`src/design/bfsb_pkg.sv`:
```
// Shared types and constants of the bit field stream buffer.
package bfsb_pkg;

   localparam int CMD_W      = 2;
   localparam int DATA_W     = 56;
   localparam int NUM_W      = 6;
   localparam int POS_W      = 15;
   localparam int SIZE_W     = 16;
   localparam int CFG_W      = 13;
   localparam int WORD_W     = 64;
   localparam int OFS_W      = 6;

   localparam int MAX_FIELD_BITS = 56;
   localparam int ALLOC_RESET    = 4096;

   localparam logic [CMD_W-1:0] CMD_WRITE  = 2'd0;
   localparam logic [CMD_W-1:0] CMD_APPEND = 2'd1;
   localparam logic [CMD_W-1:0] CMD_READ   = 2'd2;
   localparam logic [CMD_W-1:0] CMD_RSVD   = 2'd3;

   typedef struct packed {
      logic clear;
      logic accept;
      logic exec;
   } bfsb_cmd_type;

   typedef struct packed {
      logic clear_done;
   } bfsb_sts_type;

endpackage

```
`src/design/bfsb_ctrl.sv`:
```
// Controller state machine: store clearing, idle and execute phases.
module bfsb_ctrl
   import bfsb_pkg::*;
(
   input  logic         clock,
   input  logic         reset,
   input  logic         start,
   input  bfsb_sts_type sts,
   output bfsb_cmd_type cmd,
   output logic         busy,
   output logic         rsp_strobe
);

   localparam logic [1:0] ST_CLEAR = 2'd0;
   localparam logic [1:0] ST_IDLE  = 2'd1;
   localparam logic [1:0] ST_EXEC  = 2'd2;

   logic [1:0] state_ff, state_in;
   logic       strobe_ff, strobe_in;

   always_comb begin
      cmd.clear  = (state_ff == ST_CLEAR);
      cmd.accept = (state_ff == ST_IDLE) && start;
      cmd.exec   = (state_ff == ST_EXEC);
      busy       = (state_ff != ST_IDLE);
      rsp_strobe = strobe_ff;
      strobe_in  = cmd.exec;
   end

   always_comb begin
      state_in = state_ff;
      unique case (state_ff)
         ST_CLEAR: begin
            if (sts.clear_done) state_in = ST_IDLE;
         end
         ST_IDLE: begin
            if (start) state_in = ST_EXEC;
         end
         ST_EXEC: begin
            state_in = ST_IDLE;
         end
         default: begin
            state_in = ST_CLEAR;
         end
      endcase
   end

   always_ff @(posedge clock) begin
      if (reset) begin
         state_ff  <= ST_CLEAR;
         strobe_ff <= 1'b0;
      end else begin
         state_ff  <= state_in;
         strobe_ff <= strobe_in;
      end
   end

endmodule

```
`config.mk`:
```
export PLATFORM = sky130hd
export DESIGN_NAME = bfsb_ctrl
export DESIGN_NICKNAME = d
export VERILOG_FILES = /design/src/design/bfsb_pkg.sv /design/src/design/bfsb_ctrl.sv
export SDC_FILE = /design/constraint.sdc
export NUM_CORES = 1
export LEC_CHECK = 0
export BUFFER_PORTS_ARGS = -buffer_cell sky130_fd_sc_hd__buf_2
export CAP_MARGIN = 10
export CORE_AREA = 2 2 39 41
export CTS_BUF_LIST = sky130_fd_sc_hd__clkbuf_4
export CTS_CLUSTER_SIZE = 12
export DETAILED_ROUTE_END_ITERATION = 16
export DIE_AREA = 0 0 41 43
export GPL_ROUTABILITY_DRIVEN = 0
export HOLD_SLACK_MARGIN = 0.05
export PLACE_DENSITY = 0.37
export SYNTH_ARGS = -nofsm -noshare
export SYNTH_HDL_FRONTEND = slang
export SYNTH_SLANG_ARGS = --single-unit
export TNS_END_PERCENT = 10
```
`constraint.sdc`:
```
create_clock -name clock -period 0.92 [get_ports clock]
set_input_delay 0.046 -clock clock [delete_from_list [all_inputs] [get_ports clock]]
set_output_delay 0.046 -clock clock [all_outputs]
set_load 0.02 [all_outputs]
```
==> results.cfg, run 1 <==
[run_status]
status = finished with violations
violations = setup timing

[layout]
antenna_cells = 0
layout-drive-gt1-share_pct = 69.2
utilization_pct = 18.7
register_area_sq_um = 62.6
syn_to_final_growth_pct = 91.7
final_nets = 31
multi_input_area_sq_um = 68.8
filler_cell_count = 158
fin_area_sq_um = 259

[power]
ir_drop_v = 0.000363
p_int_mw = 0.377
swShare_pct = 23.3
powerDensity_nw_per_um2 = 1900
switching_power_mw = 0.114
pwr-share-clk_pct = 52.4
p_leak_nw = 0.122
pwr-share-comb_pct = 17.9
pwr-share-seq_pct = 29.7

[timing]
fin_tns_setup_ps = -81.4
holdWs_ps = 33.8
timing.fmax_ghz = 1.04
maxSlewHeadroom_pct = 88.0
worstMarginPinSlew_ps = 180
rsz0062_at_grt = yes
finalHoldViolCount = 0
final-max-slew-violation-count = 0
setup_violations = 4
setup_ws_ps = -44.9
fin_skew_ps = 1.81
fin_crit_sh_pct = 105
fin_crit_ps = 965

[grt]
grt_pass1_vias = 151
grt_max_degree = 6
grt_pass1_wl_um = 572
antenna_found_initial = 0
overflow = 0
track_usage_pct = 5.62

[logic_synthesis]
synth_cell_types = 10
syn_area_sq_um = 135
synth_area_leader_cell = dfxtp_1
syn_inst = 13
syn_nets = 17
synth_top_area_share_pct = 44.4
ys_warn_count = 0
synthTopCellsByArea = dfxtp_1 (44%), o32ai_2 (12%), and3b_1 (6.5%), nor2b_2 (6.5%), and2b_1 (5.6%)
synth-seq-cells = 3
syn_area_per_cell_sq_um = 10.4
ys_seq_area_share_pct = 44.4

[route]
via_count = 134
first_pass_iters = 2
wirelength_um = 377
wl_per_cell_um = 8.98
ant_nets = 0
vias_per_cell = 3.19
drc = 0
drtIter0Drc = 1

[run]
cap_violations = 0

[clock_tree]
cts_root_buffer = clkbuf_4
h-tree-depth = 1
cts_hold_buf = 1
cts_buffers = 3
insertion_delay_ps = 230
tritoncts = built
clk_pin_slew_ps = 40
cts_buffer_depth = 2
clkSinkCount = 3

[critical_path]
path_max_fanout = 5
cp.required_ps = 870
crit_arrival_ps = 920
crit_type = reg2out
cp-end-kind = output port
crit_path_start_kind = register

[floorplanning]
rows = 14
dieArea_sq_um = 1760
start_util_pct = 9.76
ioPinCount = 9
core_region_area_sq_um = 1380
die_w_um = 41
die_h_um = 43

[place]
dp_slack_ps = 103
dpl_cell_area_sq_um = 188
io_buffers = 8

[hold_path]
hp-class = in2reg
==> power groups by stage <==
| stage | Combinational [mW] | Sequential [mW] | Clock (mW) |
|---|---|---|---|
| floorplan | 0.0422 | 0.146 | 0 |
| global placement | 0.0660 | 0.146 | 0 |
| detailed placement | 0.0670 | 0.147 | 0 |
| CTS | 0.0789 | 0.146 | 0.277 |
| global route | 0.0951 | 0.149 | 0.280 |
| finish | 0.0879 | 0.146 | 0.257 |
==> cells in the final DEF (no fill, tap or decap) <==
cell	count
clkbuf_4	4
buf_4	4
buf_2	3
nor2_1	2
buf_6	2
dfxtp_2	2
nand2b_1	1
nor2b_2	1
and3b_2	1
or2_1	1
o32ai_2	1
and2b_1	1
nor2b_1	1
dlygate4sd3_1	1
dfxtp_1	1
==> area by class of cell <==
| type | count | share of cell area, % |
|---|---|---|
| Tap cell | 16 | 7.73 |
| Clock buffer | 4 | 11.6 |
| Multi-Input combinational cell | 9 | 26.6 |
| Timing Repair Buffer | 10 | 30.0 |
| Sequential cell | 3 | 24.2 |
==> flip-flops by register name, summed over array words and instances (netlist names) <==
signal and flops:
rsp_strobe 1, state_ff 2
==> metrics by stage <==
| stage | power, mW | std cells |
|---|---|---|
| 4_1_cts | 0.502 | 42 |
| 2_1_floorplan | 0.189 | 13 |
| 3_5_place_dp | 0.214 | 36 |
| 3_3_place_gp | 0.212 | 36 |
| 5_1_grt | 0.524 | 42 |
| 6_report | 0.491 | 42 |
==> kinds of logic after synthesis <==
group | count (synthesis) | share of synthesized area [%]
AOI/OAI and AO/OA | 1 | 12.0
and+or+nand+nor | 8 | 38.0
DFF | 3 | 44.4
buffers and inverters | 1 | 5.56
==> worst paths after layout <==
kind | from | end | slack (ps) | cells after the start
max | state_ff[1] | cmd[1] | -40 | 2
min | start | state_ff[0] | 30 | 2
max reg2reg | state_ff[1] | state_ff[1] | -20 | 3
min reg2reg | state_ff[1] | state_ff[0] | 550 | 2
==> synthesized netlist by cell type <==
library cell	count
dfxtp_1	3
and3b_1	1
nor2b_2	1
nor2b_1	1
nand2b_1	1
and2b_1	1
o32ai_2	1
nor2_1	2
buf_4	1
or2_1	1
==> critical path, stage by stage (launching register included) <==
cell and delay, ps:
dfxtp_2 340, and3b_2 220, buf_6 130
==> routing by layer <==
metal  GRT usage (%)  up-vias  share of wire, %
li1                -       67                 -
met1            5.14       58                38
met2            6.88        9                46
met3            3.14        0                15
met4            8.00        0                 0
met5               0        -                 0
==> timing repair <==
item,4_1_cts,5_1_grt
setup buffers,1,0
cloned,0,0
resized for setup,5,4
pin swaps,0,0
setup endpoints to repair,3,6
hold endpoints to repair,2,1
Note: power is estimated with default switching activity, not from simulation.
==> inputs of run 2 (changes only) <==
--- a/config.mk
+++ b/config.mk
@@ -7,6 +7,8 @@
 export LEC_CHECK = 0
 export BUFFER_PORTS_ARGS = -buffer_cell sky130_fd_sc_hd__buf_2
 export CAP_MARGIN = 10
+export CELL_PAD_IN_SITES_DETAIL_PLACEMENT = 0
+export CELL_PAD_IN_SITES_GLOBAL_PLACEMENT = 1
 export CORE_AREA = 2 2 39 41
 export CTS_BUF_LIST = sky130_fd_sc_hd__clkbuf_4
 export CTS_CLUSTER_SIZE = 12
@@ -14,7 +16,7 @@
 export DIE_AREA = 0 0 41 43
 export GPL_ROUTABILITY_DRIVEN = 0
 export HOLD_SLACK_MARGIN = 0.05
-export PLACE_DENSITY = 0.37
+export PLACE_DENSITY = 0.44
 export SYNTH_ARGS = -nofsm -noshare
 export SYNTH_HDL_FRONTEND = slang
 export SYNTH_SLANG_ARGS = --single-unit
==> run 2 against run 1 <==
The flow still finishes with violations (setup timing). Setup slack worse by 5.8 ps. Power decreased by 2.0%. Design area fell by 6.3%. Clock-buffer cell count stayed put. Via count shrank 1.5%. Core utilization down 1.2 points. Wire length shrank 10%. Critical path depth unchanged. Register-to-register slack improved by 120 ps. Largest cell class is now multi-input combinational cells. Sequential power about the same. Critical endpoint unchanged.
==> results.cfg, run 2 (synthesized netlist as in run 1, its figures left out) <==
[layout]
final_nets = 30
layout-drive-gt1-share_pct = 68.0
final_cell_mix = buf_2 (5), clkbuf_4 (4), nor2_1 (2), buf_4 (2), dfxtp_2 (2)
regMostFlops = state_ff
largest_register_ffs = 2
final_common_cell = buf_2
register_area_sq_um = 62.6
multi_input_area_sq_um = 68.8
filler_cell_count = 155
syn_to_final_growth_pct = 79.6
antenna_cells = 0

[floorplanning]
core_region_area_sq_um = 1380
die_h_um = 43
die_w_um = 41
dieArea_sq_um = 1760
rows = 14
start_util_pct = 9.76
ioPinCount = 9

[route]
first_pass_iters = 3
vias_per_cell = 3.22
wl_per_cell_um = 8.24
ant_nets = 0
drtIter0Drc = 1
wirelength_um = 338
drc = 0
via_count = 132

[power]
p_leak_nw = 0.113
powerDensity_nw_per_um2 = 1980
ir_drop_v = 0.000612
finalPower_mw = 0.481

[timing]
setup_violations = 3
maxSlewHeadroom_pct = 87.3
setup_ws_ps = -50.8
timing.fmax_ghz = 1.03
rsz0062_at_grt = yes
holdWs_ps = 40.9
fin_crit_ps = 971
final-max-slew-violation-count = 0
finalHoldViolCount = 0
fin_crit_sh_pct = 106
worstMarginPinSlew_ps = 190
fin_skew_ps = 0.296

[grt]
grt_max_degree = 6
track_usage_pct = 4.81
antenna_found_initial = 0
grt_pass1_wl_um = 489
overflow = 0
grt_pass1_vias = 109

[clock_tree]
clkSinkCount = 3
h-tree-depth = 1
cts_buffer_depth = 2
insertion_delay_ps = 230
tritoncts = built
cts_root_buffer = clkbuf_4
cts_buffers = 3
clk_pin_slew_ps = 30

[critical_path]
crit_type = reg2out
startpoint = state_ff[1]
path_max_fanout = 5
r2r_end = state_ff[1]
crit_end = cmd[1]
cp.required_ps = 870
r2r_setup_slack_ps = 100
cp-end-kind = output port
r2r_start = state_ff[1]
crit_arrival_ps = 920
crit_path_start_kind = register
r2r_cells = 2

[run]
cap_violations = 0

[run_status]
status = finished with violations
violations = setup timing

[hold_path]
hp-class = in2reg

[place]
io_buffers = 8
## run 2: how the worst min path moves through the flow
stage               cells after the start  startpoint     endpoint
floorplan                               1       reset   rsp_strobe
finish                                  2       start  state_ff[0]
detailed placement                      2       reset   rsp_strobe
global placement                        2       reset   rsp_strobe
global route                            2       start  state_ff[0]
CTS                                     2       start  state_ff[0]
## run 2: cell type report
| class | instances | share of cell area (%) |
|---|---|---|
| Clock buffer | 4 | 12.4 |
| Multi-Input combinational cell | 9 | 28.4 |
| Tap cell | 16 | 8.25 |
| Sequential cell | 3 | 25.8 |
| Timing Repair Buffer | 9 | 25.3 |
## run 2: power breakdown
part,leakage [nW],switching [mW],internal (mW)
registers,0.0253,0.00735,0.139
clock network,0.0184,0.0652,0.192
logic,0.0695,0.0407,0.0372
## run 2: per-layer routing
metal / GRT usage (%) / vias up / part of all wire (%)
li1: - / 66 / -
met1: 6.71 / 55 / 54
met2: 3.75 / 11 / 25
met3: 6.28 / 0 / 20
met4: 2.00 / 0 / 0
met5: 0 / - / 0
## run 2: stage by stage
step,utilization (%),std cells,cell area (sq um),setup slack (ps),setup TNS [ps]
after global placement,13.6,36,188,127,0
after global routing,17.5,41,243,-105,-263
after floorplan,-,13,135,43.7,0
final,17.5,41,243,-50.8,-97.1
after detailed placement,13.6,36,188,97.6,0
after CTS,17.5,41,241,-61.4,-116
## run 2: timing repair
action / in CTS / in global routing
setup buffers: 0 / 0
hold endpoints to repair: 2 / 0
setup endpoints to repair: 3 / 4
pin swaps: 0 / 0
hold buffers: 1 / 0
gates resized for setup: 6 / 1
## run 2: worst max-delay path, stage by stage, from the launching register on
cell	delay, ps
dfxtp_2	340
and3b_2	220
buf_6	130
==> inputs of run 3 (changes only) <==
--- a/config.mk
+++ b/config.mk
@@ -5,6 +5,7 @@
 export SDC_FILE = /design/constraint.sdc
 export NUM_CORES = 1
 export LEC_CHECK = 0
+export ABC_AREA = 1
 export BUFFER_PORTS_ARGS = -buffer_cell sky130_fd_sc_hd__buf_2
 export CAP_MARGIN = 10
 export CELL_PAD_IN_SITES_DETAIL_PLACEMENT = 0
@@ -16,7 +17,7 @@
 export DIE_AREA = 0 0 41 43
 export GPL_ROUTABILITY_DRIVEN = 0
 export HOLD_SLACK_MARGIN = 0.05
-export PLACE_DENSITY = 0.44
+export PLACE_DENSITY = 0.46
 export SYNTH_ARGS = -nofsm -noshare
 export SYNTH_HDL_FRONTEND = slang
 export SYNTH_SLANG_ARGS = --single-unit
==> run 3 against run 2 <==
Cell count is 15% higher. Die area stayed put. Area after synthesis is 2.8% higher. Non-clock buffer count is 1 higher. Combinational power is 17% higher. Sequential power hardly changed. The flow still finishes with violations (setup timing). Hold slack better by 48 ps. Critical path depth is 2 higher. Core utilization is 2.4 points higher. Critical endpoint unchanged. Wire length is 3.8% higher. Global-route usage is 0.30 points lower.
==> results.cfg, run 3 <==
[grt]
antenna_found_initial = 0
grt_busiest_layer = met4
grt_max_degree = 6
grt_use_met2_pct = 4.69
grtUsageMet3_pct = 1.57
grt_pass1_vias = 129
overflow = 0
track_usage_pct = 4.51
globalRouteMet1Util_pct = 5.77
grt_pass1_wl_um = 496

[logic_synthesis]
synth_cell_types = 10
synth_area_leader_cell = dfxtp_1
syn_area_per_cell_sq_um = 7.72
ys_top_cells_by_count = inv_1 (4), dfxtp_1 (3), nand2_1 (2), nor2_1 (2), nor2_2 (2)
ys_warn_count = 0
syn_area_sq_um = 139
synth-seq-cells = 3
ys_seq_area_share_pct = 43.2
synth_top_area_share_pct = 43.2
syn_nets = 22
synthArstFlopShare_pct = 0
yosysMostFrequentCell = inv_1
synth_edf_count = 0
synthTopCellsByArea = dfxtp_1 (43%), inv_1 (11%), nor2_2 (9.0%), nor3_2 (7.2%), buf_4 (5.4%)
ys.flop_type = dfxtp_1
syn_inst = 18

[run_status]
status = finished with violations
violations = setup timing

[clock_tree]
tritoncts = built
cts_buffers = 3
cts_buffer_depth = 2
cts_root_buffer = clkbuf_4
insertion_delay_ps = 230
h-tree-depth = 1
clkSinkCount = 3
clk_pin_slew_ps = 40

[place]
post-dp-hpwl_um = 242
dpl_cell_area_sq_um = 191
io_buffers = 8

[route]
wl_per_cell_um = 7.47
first_pass_iters = 2
wirelength_um = 351
vias_per_cell = 3.28
via_count = 154
drc = 0
drtIter0Drc = 5
ant_nets = 0

[power]
pwr-share-seq_pct = 29.5
swShare_pct = 25.5
pwr-share-clk_pct = 52.1
switching_power_mw = 0.126
p_int_mw = 0.370
ir_drop_v = 0.000269
pwr-share-comb_pct = 18.4
p_leak_nw = 0.134
powerDensity_nw_per_um2 = 1800

[critical_path]
r2r_start = state_ff[1]
crit_arrival_ps = 920
cp.required_ps = 870
crit_path_start_kind = register
path_max_fanout = 3
r2r_setup_slack_ps = 160
cp-end-kind = output port
crit_type = reg2out
startpoint = state_ff[1]

[timing]
holdWs_ps = 89.2
fin_crit_sh_pct = 105
setup_violations = 3
fin_crit_ps = 970
finalHoldViolCount = 0
final-max-slew-violation-count = 0
timing.fmax_ghz = 1.03
maxSlewHeadroom_pct = 91.5
worstMarginPinSlew_ps = 126
fin_skew_ps = 1.37
setup_ws_ps = -49.8
rsz0062_at_grt = yes

[floorplanning]
ioPinCount = 9
core_region_area_sq_um = 1380
rows = 14
die_h_um = 43
die_w_um = 41
dieArea_sq_um = 1760
start_util_pct = 10.0

[layout]
fin_area_sq_um = 277
utilization_pct = 20.0
antenna_cells = 0
layout-drive-gt1-share_pct = 67.7
filler_cell_count = 156
syn_to_final_growth_pct = 99.1
final_nets = 36
final_cell_mix = buf_2 (5), clkbuf_4 (4), inv_1 (3)
regMostFlops = state_ff
final_common_cell = buf_2
largest_register_ffs = 2
register_area_sq_um = 67.6
multi_input_area_sq_um = 68.8

[hold_path]
min_from = start
hp-class = in2reg

[run]
cap_violations = 0
run 3: cell count changes after synthesis, sizes merged:
cell	before	now
and2b	1	0
inv	0	4
or2	1	0
nor2b	2	0
o32ai	1	0
nand2b	1	0
nand2	0	3
o21a	0	1
and3b	1	0
nor3	0	2
nor2	2	4
run 3: final cells by class:
type | instances | share of cell area (%)
clock buffer | 4 | 10.9
inverter | 4 | 6.33
multi-input combinational | 10 | 24.9
sequential | 3 | 24.4
tap | 16 | 7.24
timing repair buffer | 10 | 26.2
run 3: timing repair:
action                                  in CTS  in global routing
endpoints found under the setup margin       4                  4
buffers inserted                             0                  1
gates resized for setup                      5                  9
pin swaps                                    0                  1
endpoints found under the hold margin        2                  0
hold buffers                                 1                  0
run 3: logic make-up after synthesis:
family | count (synthesis) | share of synthesized area, %
and+or+nand+nor | 9 | 35.1
buffers and inverters | 5 | 16.2
DFF | 3 | 43.2
AOI/OAI and AO/OA | 1 | 5.41
run 3: through the flow:
step / setup slack [ps] / TNS, ps / cells / power (mW)
floorplan: 35.3 / 0 / 18 / 0.190
global placement: 134 / 0 / 41 / 0.214
detailed placement: 107 / 0 / 41 / 0.214
CTS: -74.4 / -88.4 / 46 / 0.493
global route: -84.5 / -202 / 47 / 0.532
finish: -49.8 / -57.0 / 47 / 0.497
run 3: final timing paths:
| path | endpoint | depth (start not counted) |
|---|---|---|
| max reg2reg | state_ff[0] | 4 |
| min | state_ff[0] | 3 |
| max | cmd[1] | 4 |
| min reg2reg | rsp_strobe | 1 |
run 3: critical path: stages (launching register included):
cell	delay, ps
dfxtp_4	350
inv_4	70
nand2_4	60
nor2_4	100
buf_6	110
run 3: routing by layer:
metal | wire length [um] | vias to the layer above
met3 | 44 | 0
met4 | 0 | 0
met5 | 0 | -
met1 | 155 | 65
li1 | - | 79
met2 | 151 | 10
run 3: power by group through the flow:
stage	Sequential (mW)	Combinational (mW)	Clock [mW]
2_1_floorplan	0.147	0.0434	0
3_3_place_gp	0.147	0.0663	0
3_5_place_dp	0.147	0.0667	0
4_1_cts	0.147	0.0727	0.273
5_1_grt	0.148	0.0980	0.286
6_report	0.146	0.0915	0.259
